--- config.mk ---
export PLATFORM = sky130hd
export DESIGN_NAME = number_to_ascii_formatter_flat
export DESIGN_NICKNAME = d
export VERILOG_FILES = /design/src/hw/rtl/n2a_pkg.sv /design/src/hw/rtl/n2a_channels.sv /design/src/hw/rtl/n2a_front.sv /design/src/hw/rtl/n2a_queue.sv /design/src/hw/rtl/n2a_back.sv /design/src/hw/rtl/number_to_ascii_formatter.sv /design/src/flat_wrapper.sv
export SDC_FILE = /design/constraint.sdc
export NUM_CORES = 1
export LEC_CHECK = 0
export BUFFER_PORTS_ARGS = -buffer_cell sky130_fd_sc_hd__buf_2
export CAP_MARGIN = 20
export CORE_MARGIN = 10
export CORE_UTILIZATION = 45
export DETAILED_ROUTE_END_ITERATION = 6
export PLACE_DENSITY = 0.64
export SYNTH_ARGS = -nofsm -noshare
export SYNTH_HDL_FRONTEND = slang
export SYNTH_HIERARCHICAL = 1
export SYNTH_SLANG_ARGS = --single-unit
--- constraint.sdc ---
create_clock -name clock -period 6.7 [get_ports clock]
set_clock_uncertainty 0.15 [all_clocks]
set_input_delay 1.34 -clock clock [delete_from_list [all_inputs] [get_ports clock]]
set_output_delay 1.34 -clock clock [all_outputs]
set_load 0.02 [all_outputs]
--- src/hw/rtl/n2a_pkg.sv ---
// ----------------------------------------------------------------------------
// n2a_pkg
// Shared types and constants of the number to ASCII formatter.
// ----------------------------------------------------------------------------
package n2a_pkg;

   localparam int OPCODE_W = 2;
   localparam int VALUE_W  = 32;
   localparam int CHAR_W   = 7;

   // Input format selector codes
   localparam logic [OPCODE_W-1:0] OPC_HEX16 = 2'd0;
   localparam logic [OPCODE_W-1:0] OPC_HEX32 = 2'd1;
   localparam logic [OPCODE_W-1:0] OPC_DEC16 = 2'd2;
   localparam logic [OPCODE_W-1:0] OPC_RSVD  = 2'd3;

   // ASCII codes
   localparam logic [CHAR_W-1:0] CH_SPACE          = 7'h20;
   localparam logic [CHAR_W-1:0] CH_ZERO           = 7'h30;
   localparam logic [CHAR_W-1:0] CH_X              = 7'h78;
   localparam logic [CHAR_W-1:0] HEX_LETTER_OFFSET = 7'h37;

   // Decimal conversion: five digits, floor(x/10) = (x * 0xCCCD) >> 19 for 16-bit x
   localparam int                DEC_DIGITS = 5;
   localparam int                CNT_W      = $clog2(DEC_DIGITS + 1);
   localparam logic [16:0]       RECIP_TEN  = 17'd52429;
   localparam int                RECIP_SHR  = 19;

   // Job queue between front and back
   localparam int QUEUE_DEPTH = 2;
   localparam int QPTR_W      = (QUEUE_DEPTH > 1) ? $clog2(QUEUE_DEPTH) : 1;
   localparam int QCNT_W      = $clog2(QUEUE_DEPTH + 1);

   // Character index within one item's text (at most twelve characters)
   localparam int IDX_W = 4;

   typedef enum logic [1:0] {
      FMT_HEX16,
      FMT_HEX32,
      FMT_DEC
   } n2a_fmt_type;

   // One classified job: hex formats carry the value, decimal carries five
   // BCD digits with digit i (units first) at bits 4i+3:4i.
   typedef struct packed {
      n2a_fmt_type        fmt;
      logic [VALUE_W-1:0] data;
   } n2a_job_type;

endpackage

--- src/hw/rtl/n2a_channels.sv ---
// ----------------------------------------------------------------------------
// n2a_channels
// Valid/ready channel interfaces for request and response words.
// ----------------------------------------------------------------------------
interface n2a_req_if;
   import n2a_pkg::*;
   logic                valid;
   logic                ready;
   logic [OPCODE_W-1:0] opcode;
   logic [VALUE_W-1:0]  value;

   modport source (output valid, output opcode, output value, input ready);
   modport sink   (input valid, input opcode, input value, output ready);
endinterface

interface n2a_rsp_if;
   import n2a_pkg::*;
   logic              valid;
   logic              ready;
   logic [CHAR_W-1:0] ascii_char;
   logic              last;

   modport source (output valid, output ascii_char, output last, input ready);
   modport sink   (input valid, input ascii_char, input last, output ready);
endinterface

--- src/hw/rtl/n2a_front.sv ---
// ----------------------------------------------------------------------------
// n2a_front
// Accept request words, classify the format and convert decimal values to
// BCD, one digit per cycle.
// ----------------------------------------------------------------------------
module n2a_front (
   input  logic              clock,
   input  logic              reset,
   n2a_req_if.sink           req_chan,
   output logic              push_valid,
   input  logic              push_ready,
   output n2a_pkg::n2a_job_type push_job
);
   import n2a_pkg::*;

   logic               fe_valid_ff, fe_valid_in;
   logic [CNT_W-1:0]   fe_cnt_ff, fe_cnt_in;
   n2a_fmt_type        fe_fmt_ff, fe_fmt_in;
   logic [15:0]        fe_work_ff, fe_work_in;
   logic [VALUE_W-1:0] fe_data_ff, fe_data_in;

   logic               accept;
   logic               push;
   logic [32:0]        prod;
   logic [15:0]        quot;
   logic [15:0]        rem;
   n2a_fmt_type        new_fmt;

   assign push           = fe_valid_ff && (fe_cnt_ff == '0) && push_ready;
   assign req_chan.ready = !fe_valid_ff || push;
   assign accept         = req_chan.valid && req_chan.ready;

   assign push_valid    = fe_valid_ff && (fe_cnt_ff == '0);
   assign push_job.fmt  = fe_fmt_ff;
   assign push_job.data = fe_data_ff;

   // Digit step: quotient by reciprocal, remainder by shift-add
   assign prod = {1'b0, fe_work_ff} * {16'd0, RECIP_TEN};
   assign quot = {2'd0, prod[32:RECIP_SHR]};
   assign rem  = fe_work_ff - ({quot[12:0], 3'b000} + {quot[14:0], 1'b0});

   always_comb begin
      unique case (req_chan.opcode) inside
         OPC_HEX16:           new_fmt = FMT_HEX16;
         OPC_HEX32:           new_fmt = FMT_HEX32;
         OPC_DEC16, OPC_RSVD: new_fmt = FMT_DEC;
         default:             new_fmt = FMT_DEC;
      endcase
   end

   always_comb begin
      fe_valid_in = fe_valid_ff;
      fe_cnt_in   = fe_cnt_ff;
      fe_fmt_in   = fe_fmt_ff;
      fe_work_in  = fe_work_ff;
      fe_data_in  = fe_data_ff;
      if (push) begin
         fe_valid_in = 1'b0;
      end
      if (accept) begin
         fe_valid_in = 1'b1;
         fe_fmt_in   = new_fmt;
         fe_work_in  = req_chan.value[15:0];
         if (new_fmt == FMT_HEX32) begin
            fe_data_in = req_chan.value;
         end else begin
            fe_data_in = {16'd0, req_chan.value[15:0]};
         end
         fe_cnt_in = (new_fmt == FMT_DEC) ? CNT_W'(DEC_DIGITS) : '0;
      end else if (fe_valid_ff && (fe_cnt_ff != '0)) begin
         // shift the new digit in at the top; units end up at the bottom
         fe_work_in = quot;
         fe_data_in = {12'd0, rem[3:0], fe_data_ff[19:4]};
         fe_cnt_in  = fe_cnt_ff - CNT_W'(1);
      end
   end

   always_ff @(posedge clock) begin
      if (reset) begin
         fe_valid_ff <= 1'b0;
         fe_cnt_ff   <= '0;
      end else begin
         fe_valid_ff <= fe_valid_in;
         fe_cnt_ff   <= fe_cnt_in;
      end
      fe_fmt_ff  <= fe_fmt_in;
      fe_work_ff <= fe_work_in;
      fe_data_ff <= fe_data_in;
   end

endmodule

--- src/hw/rtl/n2a_queue.sv ---
// ----------------------------------------------------------------------------
// n2a_queue
// Short job queue that decouples the front from the back.
// ----------------------------------------------------------------------------
module n2a_queue (
   input  logic                 clock,
   input  logic                 reset,
   input  logic                 push_valid,
   output logic                 push_ready,
   input  n2a_pkg::n2a_job_type push_job,
   output logic                 pop_valid,
   input  logic                 pop,
   output n2a_pkg::n2a_job_type pop_job
);
   import n2a_pkg::*;

   n2a_job_type       entry_ff [QUEUE_DEPTH];
   logic [QPTR_W-1:0] wr_ptr_ff, wr_ptr_in;
   logic [QPTR_W-1:0] rd_ptr_ff, rd_ptr_in;
   logic [QCNT_W-1:0] count_ff, count_in;
   logic              do_push;
   logic              do_pop;

   assign push_ready = (count_ff != QCNT_W'(QUEUE_DEPTH));
   assign pop_valid  = (count_ff != '0);
   assign pop_job    = entry_ff[rd_ptr_ff];
   assign do_push    = push_valid && push_ready;
   assign do_pop     = pop && pop_valid;

   function automatic logic [QPTR_W-1:0] next_ptr(input logic [QPTR_W-1:0] p);
      if (p == QPTR_W'(QUEUE_DEPTH - 1)) begin
         return '0;
      end
      return p + QPTR_W'(1);
   endfunction

   always_comb begin
      wr_ptr_in = do_push ? next_ptr(wr_ptr_ff) : wr_ptr_ff;
      rd_ptr_in = do_pop ? next_ptr(rd_ptr_ff) : rd_ptr_ff;
      count_in  = count_ff;
      if (do_push && !do_pop) begin
         count_in = count_ff + QCNT_W'(1);
      end else if (do_pop && !do_push) begin
         count_in = count_ff - QCNT_W'(1);
      end
   end

   always_ff @(posedge clock) begin
      if (reset) begin
         wr_ptr_ff <= '0;
         rd_ptr_ff <= '0;
         count_ff  <= '0;
      end else begin
         wr_ptr_ff <= wr_ptr_in;
         rd_ptr_ff <= rd_ptr_in;
         count_ff  <= count_in;
      end
      if (do_push) begin
         entry_ff[wr_ptr_ff] <= push_job;
      end
   end

endmodule

--- src/hw/rtl/n2a_back.sv ---
// ----------------------------------------------------------------------------
// n2a_back
// Serialize one job into ASCII characters through the output register.
// ----------------------------------------------------------------------------
module n2a_back (
   input  logic                 clock,
   input  logic                 reset,
   input  logic                 pop_valid,
   output logic                 pop,
   input  n2a_pkg::n2a_job_type pop_job,
   n2a_rsp_if.source            rsp_chan
);
   import n2a_pkg::*;

   logic               be_valid_ff, be_valid_in;
   n2a_job_type        be_job_ff, be_job_in;
   logic [IDX_W-1:0]   be_idx_ff, be_idx_in;
   logic               out_valid_ff, out_valid_in;
   logic [CHAR_W-1:0]  out_char_ff, out_char_in;
   logic               out_last_ff, out_last_in;

   logic [CHAR_W-1:0]  cur_char;
   logic               cur_last;
   logic               advance;
   logic               load;

   function automatic logic [CHAR_W-1:0] digit_char(input logic [3:0] nib);
      if (nib >= 4'hA) begin
         return {3'd0, nib} + HEX_LETTER_OFFSET;
      end
      return {3'd0, nib} + CH_ZERO;
   endfunction

   // Character and end mark at position idx of a job's text
   function automatic logic [CHAR_W:0] job_char(input n2a_job_type job,
                                               input logic [IDX_W-1:0] idx);
      logic [IDX_W-1:0]  last_idx;
      logic [IDX_W-1:0]  nib_sel;
      logic [CHAR_W-1:0] ch;
      unique case (job.fmt)
         FMT_HEX16: begin
            last_idx = IDX_W'(7);
            nib_sel  = IDX_W'(6) - idx;
         end
         FMT_HEX32: begin
            last_idx = IDX_W'(11);
            nib_sel  = IDX_W'(10) - idx;
         end
         default: begin
            last_idx = IDX_W'(6);
            nib_sel  = IDX_W'(5) - idx;
         end
      endcase
      if ((idx == '0) || (idx == last_idx)) begin
         ch = CH_SPACE;
      end else if ((job.fmt != FMT_DEC) && (idx == IDX_W'(1))) begin
         ch = CH_ZERO;
      end else if ((job.fmt != FMT_DEC) && (idx == IDX_W'(2))) begin
         ch = CH_X;
      end else begin
         ch = digit_char(job.data[{nib_sel[2:0], 2'b00} +: 4]);
      end
      return {ch, (idx == last_idx)};
   endfunction

   assign {cur_char, cur_last} = job_char(be_job_ff, be_idx_ff);

   assign advance = be_valid_ff && (!out_valid_ff || rsp_chan.ready);
   assign load    = !be_valid_ff || (advance && cur_last);
   assign pop     = load && pop_valid;

   assign rsp_chan.valid      = out_valid_ff;
   assign rsp_chan.ascii_char = out_char_ff;
   assign rsp_chan.last       = out_last_ff;

   always_comb begin
      be_valid_in  = be_valid_ff;
      be_job_in    = be_job_ff;
      be_idx_in    = be_idx_ff;
      out_valid_in = out_valid_ff;
      out_char_in  = out_char_ff;
      out_last_in  = out_last_ff;
      if (rsp_chan.ready) begin
         out_valid_in = 1'b0;
      end
      if (advance) begin
         out_valid_in = 1'b1;
         out_char_in  = cur_char;
         out_last_in  = cur_last;
         be_idx_in    = be_idx_ff + IDX_W'(1);
      end
      if (load) begin
         be_valid_in = pop_valid;
         be_job_in   = pop_job;
         be_idx_in   = '0;
      end
   end

   always_ff @(posedge clock) begin
      if (reset) begin
         be_valid_ff  <= 1'b0;
         be_idx_ff    <= '0;
         out_valid_ff <= 1'b0;
      end else begin
         be_valid_ff  <= be_valid_in;
         be_idx_ff    <= be_idx_in;
         out_valid_ff <= out_valid_in;
      end
      be_job_ff   <= be_job_in;
      out_char_ff <= out_char_in;
      out_last_ff <= out_last_in;
   end

endmodule

--- src/hw/rtl/number_to_ascii_formatter.sv ---
// ----------------------------------------------------------------------------
// number_to_ascii_formatter
// Turn a format selector and a 32-bit value into ASCII text, one character
// per response word.
// ----------------------------------------------------------------------------
// Usage:
//   req_chan carries opcode and value; a word moves when valid and ready are
//   both high. Opcode 0 prints " 0xHHHH " (8 chars), 1 prints " 0xHHHHHHHH "
//   (12 chars), 2 and 3 print " DDDDD " (7 chars, leading zeros kept).
//   rsp_chan returns one character per word; last marks the final one.
// Path: a word goes from the front register through the job queue and the
//   back job register to the output register; a decimal word first takes
//   five digit steps in the front.
// Throughput: one character per cycle from the output register while rsp
//   ready is high. The front converts the next word while the back is still
//   emitting the previous one, with a two-entry job queue in between.
// Reset: clears all valid flags; no word is pending afterwards.
// Stall: when rsp ready is low the output register holds its character,
//   the back end waits, the queue fills, and then req ready drops.
// ----------------------------------------------------------------------------
module number_to_ascii_formatter (
   input  logic       clock,
   input  logic       reset,
   n2a_req_if.sink    req_chan,
   n2a_rsp_if.source  rsp_chan
);
   import n2a_pkg::*;

   // Front to queue
   logic        push_valid;
   logic        push_ready;
   n2a_job_type push_job;

   // Queue to back
   logic        pop_valid;
   logic        pop;
   n2a_job_type pop_job;

   // Accept, classify and convert to BCD
   n2a_front u_front (
      .clock      (clock),
      .reset      (reset),
      .req_chan   (req_chan),
      .push_valid (push_valid),
      .push_ready (push_ready),
      .push_job   (push_job)
   );

   // Hold classified jobs so front and back stall on their own
   n2a_queue u_queue (
      .clock      (clock),
      .reset      (reset),
      .push_valid (push_valid),
      .push_ready (push_ready),
      .push_job   (push_job),
      .pop_valid  (pop_valid),
      .pop        (pop),
      .pop_job    (pop_job)
   );

   // Emit characters one per cycle while the response side is ready
   n2a_back u_back (
      .clock     (clock),
      .reset     (reset),
      .pop_valid (pop_valid),
      .pop       (pop),
      .pop_job   (pop_job),
      .rsp_chan  (rsp_chan)
   );

endmodule

--- src/flat_wrapper.sv ---
// flat-port wrapper written by rule: the top's interface ports become plain ports
module number_to_ascii_formatter_flat import n2a_pkg::*;
  (clock, reset, req_chan_valid, req_chan_opcode, req_chan_value, req_chan_ready, rsp_chan_valid, rsp_chan_ascii_char, rsp_chan_last, rsp_chan_ready);
  n2a_req_if req_chan_i ();
  n2a_rsp_if rsp_chan_i ();
  input  logic clock;
  input  logic reset;
  input wire logic [$bits(req_chan_i.valid)-1:0] req_chan_valid;
  input wire logic [$bits(req_chan_i.opcode)-1:0] req_chan_opcode;
  input wire logic [$bits(req_chan_i.value)-1:0] req_chan_value;
  output wire logic [$bits(req_chan_i.ready)-1:0] req_chan_ready;
  output wire logic [$bits(rsp_chan_i.valid)-1:0] rsp_chan_valid;
  output wire logic [$bits(rsp_chan_i.ascii_char)-1:0] rsp_chan_ascii_char;
  output wire logic [$bits(rsp_chan_i.last)-1:0] rsp_chan_last;
  input wire logic [$bits(rsp_chan_i.ready)-1:0] rsp_chan_ready;
  assign req_chan_i.valid = req_chan_valid;
  assign req_chan_i.opcode = req_chan_opcode;
  assign req_chan_i.value = req_chan_value;
  assign req_chan_ready = req_chan_i.ready;
  assign rsp_chan_valid = rsp_chan_i.valid;
  assign rsp_chan_ascii_char = rsp_chan_i.ascii_char;
  assign rsp_chan_last = rsp_chan_i.last;
  assign rsp_chan_i.ready = rsp_chan_ready;
  number_to_ascii_formatter u_core (.clock(clock), .reset(reset), .req_chan(req_chan_i), .rsp_chan(rsp_chan_i));
endmodule
; Word-level counts from Yosys, hierarchy flattened
; Memory sizes are Yosys's and may differ from the RTL's. A register that Yosys moved wholly into a read port is not among the register bits.
; Cells that the tools add are included.
; Widths: inputs -> output; s select.
[word_totals]
ff_bits = 72
latch_bits = 0
ram_bits = 68
rom_bits = 0
inputBits = 38
out_inout_bits = 10
word_cells = 108
mem_count = 1
[mem_list]
columns = name, depth, word_bits, rd, rd_ports_with_merged_regs, wr, line
row1 = u_core.u_queue.entry_ff, 2, 34, 1, 1, 1, n2a_queue.sv:17  ; n2a_job_type entry_ff [QUEUE_DEPTH];
[op_classes]
n_addsub = 13
multipliers = 1
n_div = 0
magnitude_cmp = 1
n_eq_ne = 9
shift = 1
muxes = 33
n_bitwise = 0
reduce_logical = 34
[op_table]
columns = op, count
row1 = $mux 32, 3
row2 = $mul 16x16->32 const B, 1
row3 = $mux 16, 2
row4 = $shiftx 32x6->4, 1
row5 = $mux 7, 3
row6 = $mux 1, 16
row7 = $add 4x6->7 const B, 2
row8 = $logic_and 1x1->1, 12
row9 = $reduce_bool 2->1, 5
row10 = $mux 3, 3
row11 = $pmux 4 s2, 1
row12 = $eq 2x1->1 const B, 3
row13 = $pmux 3 s2, 1
row14 = $sub 3x3->3 const A, 2
row15 = $logic_not 1->1, 5
row16 = $mux 5, 1
row17 = $add 4x1->4 const B, 1
row18 = $add 4x4->4, 1
row19 = $eq 4x1->1 const B, 1
row20 = $eq 4x2->1 const B, 1
row21 = $eq 4x4->1, 1
row22 = $ge 4x4->1 const B, 1
row23 = $logic_not 2->1, 2
row24 = $logic_not 4->1, 1
row25 = 15 further kinds, 22

; Logic depth before layout (Yosys ltp)
; Gate-level depths: netlist (run 1).
[logic_depth]
depth_word = 11
depth_mapped = 28
mapped_depth_nobuf = 27

; By module
; The synthesis (run 1) kept the hierarchy.
[by_module_without_submodules]
columns = mod, instances, cells_each, area_per_inst_um2, seq_area_each_um2
row1 = n2a_front, 1, 699, 6937.9, 1581.5
row2 = n2a_queue, 1, 130, 2675.1, 2142.1
row3 = n2a_back, 1, 191, 2606.2, 1381.3

; Worst setup path after synthesis (run 1)
; OpenSTA, ideal clock, no wires.
[synth_path]
path_type = flip-flop to flip-flop
start = register u_core.u_front.fe_work_ff[4]
end = register u_core.u_front.fe_data_ff[19], data pin
setup_ns = 0.265
arrival_time_ns = 6.420
required_time_ns = 6.285
path_slack_ns = -0.135
path_stages_with_launch = 26
path_buffers = 1
period_less_slack_ns = 6.835
path_cell_list = edfxtp_1 -> ha_1 -> fa_1 -> inv_1 -> fa_1 -> fa_1 -> inv_1 -> fa_1 -> inv_1 -> fa_1 -> inv_1 -> ha_1 -> and4_1 -> and3_2 -> a22o_1 -> or2_0 -> buf_2 -> nor3_1 -> nor2_1 -> ha_1 -> xnor2_1 -> nor4b_1 -> mux2_4 -> nor3_1 -> xnor2_1 -> o21ai_1
[synth_between]
elab_chain_cells = 5
[synth_lines]
columns = item, line
row1 = "start, declared", n2a_front.sv:19  ; logic [15:0] fe_work_ff, fe_work_in;
row2 = "start signal, assigned", n2a_front.sv:87  ; fe_work_ff <= fe_work_in;
row3 = $mul 16x16->32, n2a_front.sv:38  ; assign prod = {1'b0, fe_work_ff} * {16'd0, RECIP_TEN};
row4 = $add 4x4->4, n2a_front.sv:40  ; assign rem = fe_work_ff - ({quot[12:0], 3'b000} + {quot[14:0], 1'b0});
row5 = $sub 4x4->4, n2a_front.sv:40
row6 = $mux 32, n2a_front.sv:70  ; end else if (fe_valid_ff && (fe_cnt_ff != '0)) begin
row7 = $mux 32, n2a_front.sv:60  ; if (accept) begin
row8 = net u_core.u_front.fe_data_in[19], n2a_front.sv:20  ; logic [VALUE_W-1:0] fe_data_ff, fe_data_in;
row9 = "end signal, assigned", n2a_front.sv:88  ; fe_data_ff <= fe_data_in;
row10 = "end, declared", n2a_front.sv:20
; The timed path passes the listed nets, and every way through them passes these cells. The select of a mux whose other input is x is not followed.
; A chain may end at the register's enable or synchronous reset.

; Worst setup path after layout (run 1)
[layout_path]
start = register u_core.u_front.fe_work_ff[7]
end = register u_core.u_front.fe_data_ff[19], data pin
; The elaborated chain is that of the path after synthesis.

==> out/results.env, run 1 <==
STATUS='finished, final reports clean'
STARTING_DENSITY_OF_THE_CORE_PCT=45.59
NUMBER_OF_REGISTER_BITS_INFERRED_BY_SYNTHESIS=175
DRT_ITER0_MARKERS=566
TIMING_MAX_TRANSITION_VIOLATIONS_FINAL=0
MAXIMUM_NUMBER_OF_PINS_ON_ONE_NET_BEFORE_GLOBAL_ROUTE_REPAIR=49
CRITPATHSLOWESTCELL='sky130_fd_sc_hd__fa_1'
CRITICAL_PATH_REQUIRED_NS=6.72
PLACE_WORST_SETUP_SLACK_NS=-0.07040
PATH_BUF_INV=7
SETUP_WS_POST_LAYOUT_NS=0.1414
FP.DIEAREA_MM2=0.03415
CLK_TRANSITION_REPORTED_PATHS_NS=0.07
ROUTED_WIRE_LENGTH_ON_MET3_UM=1280
POST_SYNTH.CELL_AREA_AVG_UM2=11.98
DETAILROUTE.VIA_COUNT=7848
ROUTE.LAYER.MET1.WL_UM=12470
PIN_COUNT=48
CTS.SINKS=175
POSTLAYOUTCOREUTIL_PCT=53.22
WORST-SLEW-PIN-TRANSITION_NS=1.021
GRT_PASS1_WL_UM=43560
MET2_WIRELENGTH_UM=13410
INSERTEDDIODECOUNT=0
CRITPATHCAPTURETYPE='flip-flop'
SYNTH_CELLS=1020
WORSTREGTOREGCELLS=26
NETS_FINISH=1392
YS.WARNINGS.COUNT=6
GPL.FINAL_WEIGHTED_CONGESTION=0.9698
CRITICALPATHCATEGORY='reg -> reg'
FLOORPLAN.CORE_AREA_MM2=0.02680
POST_CTS_HOLD_BUFFER_COUNT=0
FP.DIEW_UM=184.8
SYNTH_ASYNC_SR_FLOP_SHARE_PCT=0
FIRST_GLOBAL_VIAS=8023
FLOORPLAN.DIE.HEIGHT_UM=184.8
TOP_LAYER='met4'
CTSROOTBUFFERMASTER='sky130_fd_sc_hd__clkbuf_16'
CPLARGESTDELAYFAMILY='adder cells'
CTSLONGESTPATHBUFFERS=2
SYNTH_TOP_FLOP_CELL='sky130_fd_sc_hd__edfxtp_1'
TRITONCTS='built'
FINAL.PERIOD_UTILIZATION_PCT=97.89
GRT-OVFL-TOTAL=0
REG2REG_SLACK_NS=0.14
TIMING.FINAL.SETUP_VIOLATIONS=0
SYNTH-EDFF-COUNT=160
FINAL_ANTENNA_NET_COUNT=0
R2R_START='u_core/u_front/fe_work_ff[7]'
LAYOUT_COMMONEST_CELL='sky130_fd_sc_hd__inv_1'
PLACEMENT.IO_BUFFERS=47
CAP_VIOL_MAX_COUNT=0
FIN_TNS_SETUP_NS=0
LAYOUT-DRIVE-GT1-SHARE_PCT=22.29
MIN_DELAY_WORST_ENDPOINT='u_core/u_queue/entry_ff[0][28]'
SYNTH_CELL_TYPES=76
POST_DRT_WL_PER_CELL_UM=18.51
AVGVIACOUNTPERCELL=5.285
GR-USAGE-ALL-LAYERS_PCT=16.50
DPL.HPWL_UM=20660
WORST_SKEW_PAIR.LATE_LATENCY_NS=0.43
SYNTH_FP_NETS=1281
ARRIVAL_NS=6.58
DETAILEDROUTE.FIRSTPASSITERATIONCOUNT=5
POST_SYNTH_INSTANCE_AREA_MM2=0.01222
CTS-HTREE-LEVELS=4
CRITPATHMAXSTAGEDELAY_NS=0.52
YS_SEQ_AREA_SHARE_PCT=41.78
HOLDPATHSTAGES=0
HOLD_CLASS='reg -> reg'
MAX_FREQ_MHz=152.5
FINAL_HOLD_VIOL_COUNT=0
HOLD_PATH.STARTPOINT='u_core/u_front/fe_data_ff[28]'
NUMCTSBUFFERS=17
ANTENNA_FOUND_INITIAL=0
CRIT-REG2REG-CAPTURE='u_core/u_front/fe_data_ff[19]'
FINAL_CELL_MIX='sky130_fd_sc_hd__inv_1 (191), sky130_fd_sc_hd__edfxtp_1 (160), sky130_fd_sc_hd__ha_1 (119), sky130_fd_sc_hd__fa_1 (78), sky130_fd_sc_hd__buf_4 (64)'
WORSTPATHMAXFANOUT=4
WIRELENGTH_UM=27490
TIMING.HOLD.WS_NS=0.2968
TYPE_OF_ORIGIN_OF_THE_CRITICAL_PATH='flip-flop'
DETAIL_ROUTE.DRC_VIOLATIONS=0
TMIN_FINAL_NS=6.559
MAX_SLEW_MARGIN_PCT=31.82
ROWS=60
SYN2LAYOUT_AREA_GROWTH_PCT=16.72
## cells in the mapped netlist (2+ instances only)
| cell type | number | area, um^2 |
|---|---|---|
| sky130_fd_sc_hd__a21o_1 | 6 | 45.04 |
| sky130_fd_sc_hd__a21oi_1 | 22 | 110.1 |
| sky130_fd_sc_hd__a22o_1 | 4 | 35.03 |
| sky130_fd_sc_hd__a31oi_1 | 8 | 50.05 |
| sky130_fd_sc_hd__and2_1 | 2 | 12.51 |
| sky130_fd_sc_hd__and3_1 | 21 | 131.4 |
| sky130_fd_sc_hd__and3_2 | 2 | 15.01 |
| sky130_fd_sc_hd__buf_2 | 4 | 20.02 |
| sky130_fd_sc_hd__buf_4 | 5 | 37.54 |
| sky130_fd_sc_hd__clkbuf_1 | 12 | 45.04 |
| sky130_fd_sc_hd__dfxtp_1 | 15 | 300.3 |
| sky130_fd_sc_hd__edfxtp_1 | 160 | 4805 |
| sky130_fd_sc_hd__fa_1 | 80 | 1602 |
| sky130_fd_sc_hd__ha_1 | 143 | 1789 |
| sky130_fd_sc_hd__inv_1 | 199 | 747.0 |
| sky130_fd_sc_hd__mux2_1 | 2 | 22.52 |
| sky130_fd_sc_hd__mux2_2 | 38 | 427.9 |
| sky130_fd_sc_hd__mux2_4 | 2 | 30.03 |
| sky130_fd_sc_hd__mux2i_1 | 24 | 240.2 |
| sky130_fd_sc_hd__mux4_2 | 6 | 135.1 |
| sky130_fd_sc_hd__nand2_1 | 64 | 240.2 |
| sky130_fd_sc_hd__nand2b_1 | 10 | 62.56 |
| sky130_fd_sc_hd__nand3_1 | 15 | 75.07 |
| sky130_fd_sc_hd__nand3b_1 | 9 | 67.56 |
| sky130_fd_sc_hd__nand4_1 | 6 | 37.54 |
| sky130_fd_sc_hd__nand4b_1 | 2 | 17.52 |
| sky130_fd_sc_hd__nor2_1 | 29 | 108.9 |
| sky130_fd_sc_hd__nor2b_1 | 4 | 25.02 |
| sky130_fd_sc_hd__nor3_1 | 13 | 65.06 |
| sky130_fd_sc_hd__nor3b_1 | 4 | 30.03 |
| sky130_fd_sc_hd__o211ai_1 | 2 | 15.01 |
| sky130_fd_sc_hd__o21a_1 | 6 | 45.04 |
| sky130_fd_sc_hd__o21ai_0 | 28 | 140.1 |
| sky130_fd_sc_hd__o21ai_1 | 4 | 20.02 |
| sky130_fd_sc_hd__o22ai_1 | 3 | 18.77 |
| sky130_fd_sc_hd__o31a_1 | 2 | 17.52 |
| sky130_fd_sc_hd__o31ai_1 | 4 | 30.03 |
| sky130_fd_sc_hd__or3_1 | 3 | 18.77 |
| sky130_fd_sc_hd__xnor2_1 | 7 | 61.31 |
| sky130_fd_sc_hd__xor2_1 | 14 | 122.6 |
## layout make-up
cell class                 count  area (um^2)
sequential                   175         5105
tap                          341        426.7
clock inverter                14        172.7
multi-input combinational    622         6608
inverter                     200        750.7
fill                        2239        12540
timing repair buffer         115        760.7
clock buffer                  18        439.2
## cells by family (layout without fill, tap and decap cells)
| logic type | count (synthesis) | after routing | synth area share (%) |
|---|---|---|---|
| and+or+nand+nor | 192 | 192 | 7.977 |
| buffers and inverters | 223 | 347 | 7.239 |
| xor gates and xnor gates | 22 | 22 | 1.690 |
| adders and majority gates | 223 | 223 | 27.75 |
| muxes | 74 | 74 | 7.301 |
| AOI/OAI and AO/OA | 111 | 111 | 6.267 |
| DFF | 175 | 175 | 41.78 |
## worst max path at each step
stage                                       startpoint                             to  slack [ns]  cells past startpoint
after floorplan           u_core/u_front/fe_work_ff[8]  u_core/u_front/fe_data_ff[19]       0.003                     25
after global placement    u_core/u_front/fe_work_ff[8]  u_core/u_front/fe_data_ff[19]        0.04                     25
after detailed placement  u_core/u_front/fe_work_ff[4]  u_core/u_front/fe_data_ff[19]       -0.07                     24
after CTS                 u_core/u_front/fe_work_ff[8]  u_core/u_front/fe_data_ff[19]        0.01                     25
after global routing      u_core/u_front/fe_work_ff[1]  u_core/u_front/fe_data_ff[19]       -0.09                     26
final                     u_core/u_front/fe_work_ff[7]  u_core/u_front/fe_data_ff[19]        0.14                     26
## metrics by stage
stage                     cell area [um^2]  cells
after global placement               13160   1434
after detailed placement             13160   1434
final                                14260   1485
after floorplan                      12250   1020
after global routing                 14260   1485
after CTS                            13780   1466
## timing repair
item / in CTS / in global routing
pin swaps: 1 / 46
endpoints found under the setup margin: 1 / 2
cloned: 0 / 0
endpoints found under the hold margin: 0 / 0
buffers inserted: 0 / 19
resized for setup: 4 / 51
## sequential cells by signal, indices dropped and copies added (netlist names), named ones only
name	flops
u_core/u_queue/rd_ptr_ff	1
u_core/u_queue/entry_ff	68
u_core/u_front/fe_fmt_ff	2
u_core/u_front/fe_cnt_ff	3
u_core/u_front/fe_data_ff	32
u_core/u_back/be_idx_ff	4
u_core/u_back/rsp_chan.valid	1
u_core/u_back/be_valid_ff	1
u_core/u_queue/wr_ptr_ff	1
u_core/u_front/fe_work_ff	16
u_core/u_back/rsp_chan.last	1
u_core/u_back/rsp_chan.ascii_char	7
u_core/u_queue/count_ff	2
u_core/u_front/fe_valid_ff	1
u_core/u_back/be_job_ff	34
## metal layers
metal | global-route usage, % | vias to the layer above
li1 | - | 3735
met1 | 21.88 | 3925
met2 | 27.56 | 166
met3 | 2.821 | 22
met4 | 3.901 | 0
met5 | 0 | -
Power of run 1 is left out: the tool's default activity adds up to more than one toggle a clock period on the data nets, which glitch-free logic cannot reach.
==> inputs of run 2 (changes only) <==
--- a/config.mk
+++ b/config.mk
@@ -7,7 +7,7 @@
 export LEC_CHECK = 0
 export BUFFER_PORTS_ARGS = -buffer_cell sky130_fd_sc_hd__buf_2
 export CAP_MARGIN = 20
-export CORE_MARGIN = 10
+export CORE_MARGIN = 2
 export CORE_UTILIZATION = 45
 export DETAILED_ROUTE_END_ITERATION = 6
 export PLACE_DENSITY = 0.64
==> run 2 against run 1 <==
- wire length decreased by 3.3%
- register-to-register slack improved by 0.03 ns
- final area decreased by 0.28%
==> out/results.env, run 2 (synthesized netlist as in run 1, its figures left out) <==
ARRIVAL_NS=6.54
TYPE_OF_ORIGIN_OF_THE_CRITICAL_PATH='flip-flop'
FINAL_HOLD_VIOL_COUNT=0
TOP_REGS='u_core/u_queue/entry_ff (68), u_core/u_back/be_job_ff (34), u_core/u_front/fe_data_ff (32)'
CPLARGESTDELAYFAMILY='adder cells'
WIRELENGTH_UM=26590
CRITPATHMAXSTAGEDELAY_NS=0.54
FP.DIEW_UM=168.8
CLK_TRANSITION_REPORTED_PATHS_NS=0.08
GR-USAGE-ALL-LAYERS_PCT=19.44
STARTING_DENSITY_OF_THE_CORE_PCT=45.59
PLACEDCELLCOUNT=1434
TIMING.HOLD.WS_NS=0.2905
CRITICALPATHCATEGORY='reg -> reg'
CTSROOTBUFFERMASTER='sky130_fd_sc_hd__clkbuf_16'
WORST_SKEW_PAIR.LATE_LATENCY_NS=0.43
DETAIL_ROUTE.DRC_VIOLATIONS=0
AVGVIACOUNTPERCELL=5.264
REG2REG_SLACK_NS=0.18
FINAL_CELL_MIX='sky130_fd_sc_hd__inv_1 (189), sky130_fd_sc_hd__edfxtp_1 (160), sky130_fd_sc_hd__ha_1 (124), sky130_fd_sc_hd__fa_1 (79), sky130_fd_sc_hd__buf_4 (67)'
GRT_PASS1_WL_UM=42230
POSTLAYOUTCELLAREA_MM2=0.01422
MAXIMUM_NUMBER_OF_PINS_ON_ONE_NET_BEFORE_GLOBAL_ROUTE_REPAIR=49
CRITPATHCAPTURETYPE='flip-flop'
CRIT_PATH_START='u_core/u_front/fe_work_ff[13]'
POST_CTS_HOLD_BUFFER_COUNT=0
LARGEST_REGISTER_FFS=68
FIRST_GLOBAL_VIAS=7856
CTS.SINKS=175
ROWS=60
CRITICAL-PATH-TOP-CELL-BY-COUNT='sky130_fd_sc_hd__fa_1'
STATUS='finished, final reports clean'
TIMING.FINAL.SETUP_VIOLATIONS=0
CAP_VIOL_MAX_COUNT=0
DETAILROUTE.VIA_COUNT=7838
PLACEMENT.IO_BUFFERS=47
PATH_BUF_INV=5
TRITONCTS='built'
HOLD_PATH.STARTPOINT='u_core/u_front/fe_data_ff[25]'
GPL.FINAL_WEIGHTED_CONGESTION=0.9524
CTS-HTREE-LEVELS=4
FLOORPLAN.CORE_AREA_MM2=0.02680
PLACED_AREA_MM2=0.01316
LAYOUTNONFILLERINSTCOUNT=1489
WORSTPATHMAXFANOUT=4
POST_DRT_WL_PER_CELL_UM=17.86
MAX_SLEW_MARGIN_PCT=31.39
LAYOUT_COMMONEST_CELL='sky130_fd_sc_hd__inv_1'
HOLD_CLASS='reg -> reg'
NUMCTSBUFFERS=17
PIN_COUNT=48
DETAILEDROUTE.FIRSTPASSITERATIONCOUNT=5
FP.DIEAREA_MM2=0.02849
DRT_ITER0_MARKERS=554
FINAL.PERIOD_UTILIZATION_PCT=97.38
CRITICAL_PATH_REQUIRED_NS=6.71
SYN2LAYOUT_AREA_GROWTH_PCT=16.39
TMIN_FINAL_NS=6.524
FLOORPLAN.DIE.HEIGHT_UM=168.8
DPL.HPWL_UM=20260
MAX_FREQ_MHz=153.3
FINAL_ANTENNA_NET_COUNT=0
LAYOUT-DRIVE-GT1-SHARE_PCT=21.88
LARGEST_REGISTER='u_core/u_queue/entry_ff'
TIMING_MAX_TRANSITION_VIOLATIONS_FINAL=0
R2R_START='u_core/u_front/fe_work_ff[13]'
WORST-SLEW-PIN-TRANSITION_NS=1.027
CTSLONGESTPATHBUFFERS=2
CRITPATHSLOWESTCELL='sky130_fd_sc_hd__fa_1'
GRT-OVFL-TOTAL=0
ANTENNA_FOUND_INITIAL=1
NETS_FINISH=1395
-- run 2: area by class of cell --
type | instances | area (um^2)
diodes | 1 | 2.502
inverters | 200 | 750.7
flip-flops and latches | 175 | 5105
repair buffers | 118 | 783.3
fillers | 2280 | 12580
clock buffers | 19 | 454.2
well taps | 341 | 426.7
multi-input cells | 622 | 6559
clock inverters | 13 | 141.4
-- run 2: worst register-to-register path: cells and delay by family (launching register included) --
| kind | cells | cell delay (ns) |
|---|---|---|
| AND/OR/NAND/NOR | 5 | 0.85 |
| flip-flops | 1 | 0.47 |
| AO/OA/AOI/OAI | 4 | 0.91 |
| multiplexers | 1 | 0.29 |
| buffers and inverters | 5 | 0.41 |
| XOR/XNOR | 2 | 0.28 |
| adder cells (fa/ha/maj) | 8 | 2.91 |
-- run 2: repair_timing --
item,CTS,global route
endpoints found under the setup margin,1,3
setup buffers,3,19
resized for setup,10,41
pin swaps,12,43
-- run 2: metrics by stage --
step / setup slack, ns / utilization [%] / TNS [ns]
floorplan: 0.003273 / - / 0
global placement: -0.1050 / 49.11 / -0.1050
detailed placement: -0.2137 / 49.11 / -0.2137
CTS: 0.001052 / 51.57 / 0
global route: -0.03534 / 53.07 / -0.03534
finish: 0.1756 / 53.07 / 0
-- run 2: path summary, 6_finish.rpt --
path | to | cells after the start
worst min-delay path | u_core/u_queue/entry_ff[1][25] | 0
worst min register to register | u_core/u_queue/entry_ff[1][25] | 0
worst max-delay path | u_core/u_front/fe_data_ff[19] | 25
worst max register to register | u_core/u_front/fe_data_ff[19] | 25
-- run 2: layer usage --
metal	up-vias	wire length [um]	track usage, %	part of all wire [%]
met4	0	495	5.697	1.9
met3	27	1029	2.432	3.9
li1	3740	-	-	-
met1	3898	12210	26.79	46
met2	173	12850	32.41	48
met5	-	0	0	0
Power of run 2 is left out for the same reason.
==> inputs of run 3 (changes only) <==
--- a/config.mk
+++ b/config.mk
@@ -5,12 +5,12 @@
 export SDC_FILE = /design/constraint.sdc
 export NUM_CORES = 1
 export LEC_CHECK = 0
-export BUFFER_PORTS_ARGS = -buffer_cell sky130_fd_sc_hd__buf_2
 export CAP_MARGIN = 20
 export CORE_MARGIN = 2
 export CORE_UTILIZATION = 45
 export DETAILED_ROUTE_END_ITERATION = 6
-export PLACE_DENSITY = 0.64
+export DONT_BUFFER_PORTS = 1
+export PLACE_DENSITY = 0.63
 export SYNTH_ARGS = -nofsm -noshare
 export SYNTH_HDL_FRONTEND = slang
 export SYNTH_HIERARCHICAL = 1
==> run 3 against run 2 <==
- critical path depth decreased by 1
- sequential share of layout area increased by 0.76 points
- register-to-register slack about the same
- final area decreased by 2.1%
- worst setup slack improved by 0.0065 ns
- wire length decreased by 2.0%
- global-route usage increased by 0.083 points
- clock-buffer cell count decreased by 2
- critical endpoint unchanged
- cell count decreased by 3.5%
==> out/results.env, run 3 (synthesized netlist as in run 1, its figures left out) <==
HOLD_CLASS='reg -> reg'
ROWS=60
WIRELENGTH_UM=26050
CTSLONGESTPATHBUFFERS=2
TIMING.FINAL.SETUP_VIOLATIONS=0
ANTENNA_FOUND_INITIAL=2
PIN_COUNT=48
MAX_SLEW_MARGIN_PCT=28.38
FINAL_ANTENNA_NET_COUNT=0
TMIN_FINAL_NS=6.518
STATUS='finished, final reports clean'
FINAL.PERIOD_UTILIZATION_PCT=97.28
PLACEMENT.IO_BUFFERS=0
FLOORPLAN.DIE.HEIGHT_UM=168.8
MAX_FREQ_MHz=153.4
CRITICALPATHCATEGORY='reg -> reg'
CRITICAL_PATH_REQUIRED_NS=6.71
POST_DRT_WL_PER_CELL_UM=18.13
FP.DIEAREA_MM2=0.02849
LAYOUT-DRIVE-GT1-SHARE_PCT=18.28
LARGEST_REGISTER='u_core/u_queue/entry_ff'
LAYOUT.AREA.SEQ_MM2=0.005105
CTS.SINKS=175
NUMCTSBUFFERS=17
LAYOUT_COMMONEST_CELL='sky130_fd_sc_hd__inv_1'
DETAILEDROUTE.FIRSTPASSITERATIONCOUNT=5
TRITONCTS='built'
GRT-OVFL-TOTAL=0
DETAIL_ROUTE.DRC_VIOLATIONS=0
GRT_PASS1_WL_UM=42210
CTSROOTBUFFERMASTER='sky130_fd_sc_hd__clkbuf_16'
NETS_FINISH=1342
WORST-SLEW-PIN-TRANSITION_NS=1.072
TYPE_OF_ORIGIN_OF_THE_CRITICAL_PATH='flip-flop'
MAXIMUM_NUMBER_OF_PINS_ON_ONE_NET_BEFORE_GLOBAL_ROUTE_REPAIR=41
FLOORPLAN.CORE_AREA_MM2=0.02680
ARRIVAL_NS=6.53
FIRST_GLOBAL_VIAS=7763
FINAL_HOLD_VIOL_COUNT=0
CRITPATHCAPTURETYPE='flip-flop'
WORSTPATHMAXFANOUT=4
TIMING_MAX_TRANSITION_VIOLATIONS_FINAL=0
GR-USAGE-ALL-LAYERS_PCT=19.52
FP.DIEW_UM=168.8
GPL.FINAL_WEIGHTED_CONGESTION=0.9693
FILLERINSTANCES=2258
FINAL_CELL_MIX='sky130_fd_sc_hd__inv_1 (190), sky130_fd_sc_hd__edfxtp_1 (160), sky130_fd_sc_hd__ha_1 (126), sky130_fd_sc_hd__fa_1 (77), sky130_fd_sc_hd__nand2_1 (63)'
CLK_TRANSITION_REPORTED_PATHS_NS=0.08
DETAILROUTE.VIA_COUNT=7424
REG2REG_SLACK_NS=0.18
CAP_VIOL_MAX_COUNT=0
SYN2LAYOUT_AREA_GROWTH_PCT=13.99
AVGVIACOUNTPERCELL=5.166
LARGEST_REGISTER_FFS=68
TOP_REGS='u_core/u_queue/entry_ff (68), u_core/u_back/be_job_ff (34), u_core/u_front/fe_data_ff (32)'
WORST_SKEW_PAIR.LATE_LATENCY_NS=0.43
PLACED_AREA_MM2=0.01293
DRT_ITER0_MARKERS=430
POSTLAYOUTCELLAREA_MM2=0.01393
MULTI_INPUT_COMB_AREA_MM2=0.006544
CTS-HTREE-LEVELS=4
DPL.HPWL_UM=20340
STARTING_DENSITY_OF_THE_CORE_PCT=45.59
run 3: path summary, 6_finish.rpt:
path         cells after the start                           from                             end
max reg2reg                     24   u_core/u_front/fe_work_ff[8]   u_core/u_front/fe_data_ff[19]
min reg2reg                      0  u_core/u_front/fe_data_ff[21]  u_core/u_queue/entry_ff[1][21]
max                             24   u_core/u_front/fe_work_ff[8]   u_core/u_front/fe_data_ff[19]
min                              0  u_core/u_front/fe_data_ff[21]  u_core/u_queue/entry_ff[1][21]
run 3: cell type report:
type	count	share of cell area, %
Tap cell	341	3.063
Clock buffer	17	3.054
Clock inverter	15	1.240
Inverter	200	5.390
Timing Repair Buffer	65	3.584
Sequential cell	175	36.65
Multi-Input combinational cell	622	46.98
Antenna cell	2	0.03593
run 3: through the flow:
stage	hold WS (ns)	instances	utilization [%]	worst slack [ns]	setup TNS, ns
2_1_floorplan	0.2715	1020	-	0.003273	0
3_3_place_gp	0.2737	1388	48.26	-0.02843	-0.02843
3_5_place_dp	0.2848	1388	48.26	-0.1497	-0.1497
4_1_cts	0.2990	1425	50.68	0.009413	0
5_1_grt	0.3092	1437	51.97	-0.06108	-0.06108
6_report	0.3005	1437	51.97	0.1821	0
run 3: what timing repair did:
action / CTS / global route
setup buffers: 5 / 10
hold buffers: 0 / 0
gates resized for setup: 6 / 45
pin swaps: 11 / 41
endpoints found under the setup margin: 1 / 6
run 3: metal layers:
layer / GRT usage, % / vias to the layer above / wire [um]
li1: - / 3638 / -
met1: 27.17 / 3602 / 12030
met2: 31.70 / 156 / 12390
met3: 2.993 / 28 / 1083
met4: 5.960 / 0 / 548
met5: 0 / - / 0
run 3: critical path: stages, from the launching register on:
cell and delay [ns]:
sky130_fd_sc_hd__edfxtp_1 0.51, sky130_fd_sc_hd__ha_4 0.33, sky130_fd_sc_hd__inv_2 0.04, sky130_fd_sc_hd__fa_2 0.56
sky130_fd_sc_hd__inv_1 0.05, sky130_fd_sc_hd__fa_1 0.48, sky130_fd_sc_hd__fa_2 0.48, sky130_fd_sc_hd__fa_1 0.50
sky130_fd_sc_hd__inv_2 0.04, sky130_fd_sc_hd__fa_1 0.53, sky130_fd_sc_hd__inv_1 0.06, sky130_fd_sc_hd__ha_4 0.21
sky130_fd_sc_hd__and4_1 0.19, sky130_fd_sc_hd__and3_4 0.18, sky130_fd_sc_hd__a22o_1 0.21, sky130_fd_sc_hd__or2_4 0.26
sky130_fd_sc_hd__o21a_1 0.21, sky130_fd_sc_hd__nor2_2 0.16, sky130_fd_sc_hd__ha_4 0.18, sky130_fd_sc_hd__xnor2_4 0.15
sky130_fd_sc_hd__nor3b_2 0.09, sky130_fd_sc_hd__mux2_4 0.27, sky130_fd_sc_hd__nor3_2 0.19, sky130_fd_sc_hd__xnor2_1 0.13
sky130_fd_sc_hd__o21ai_1 0.08
Power of run 3 is left out for the same reason.
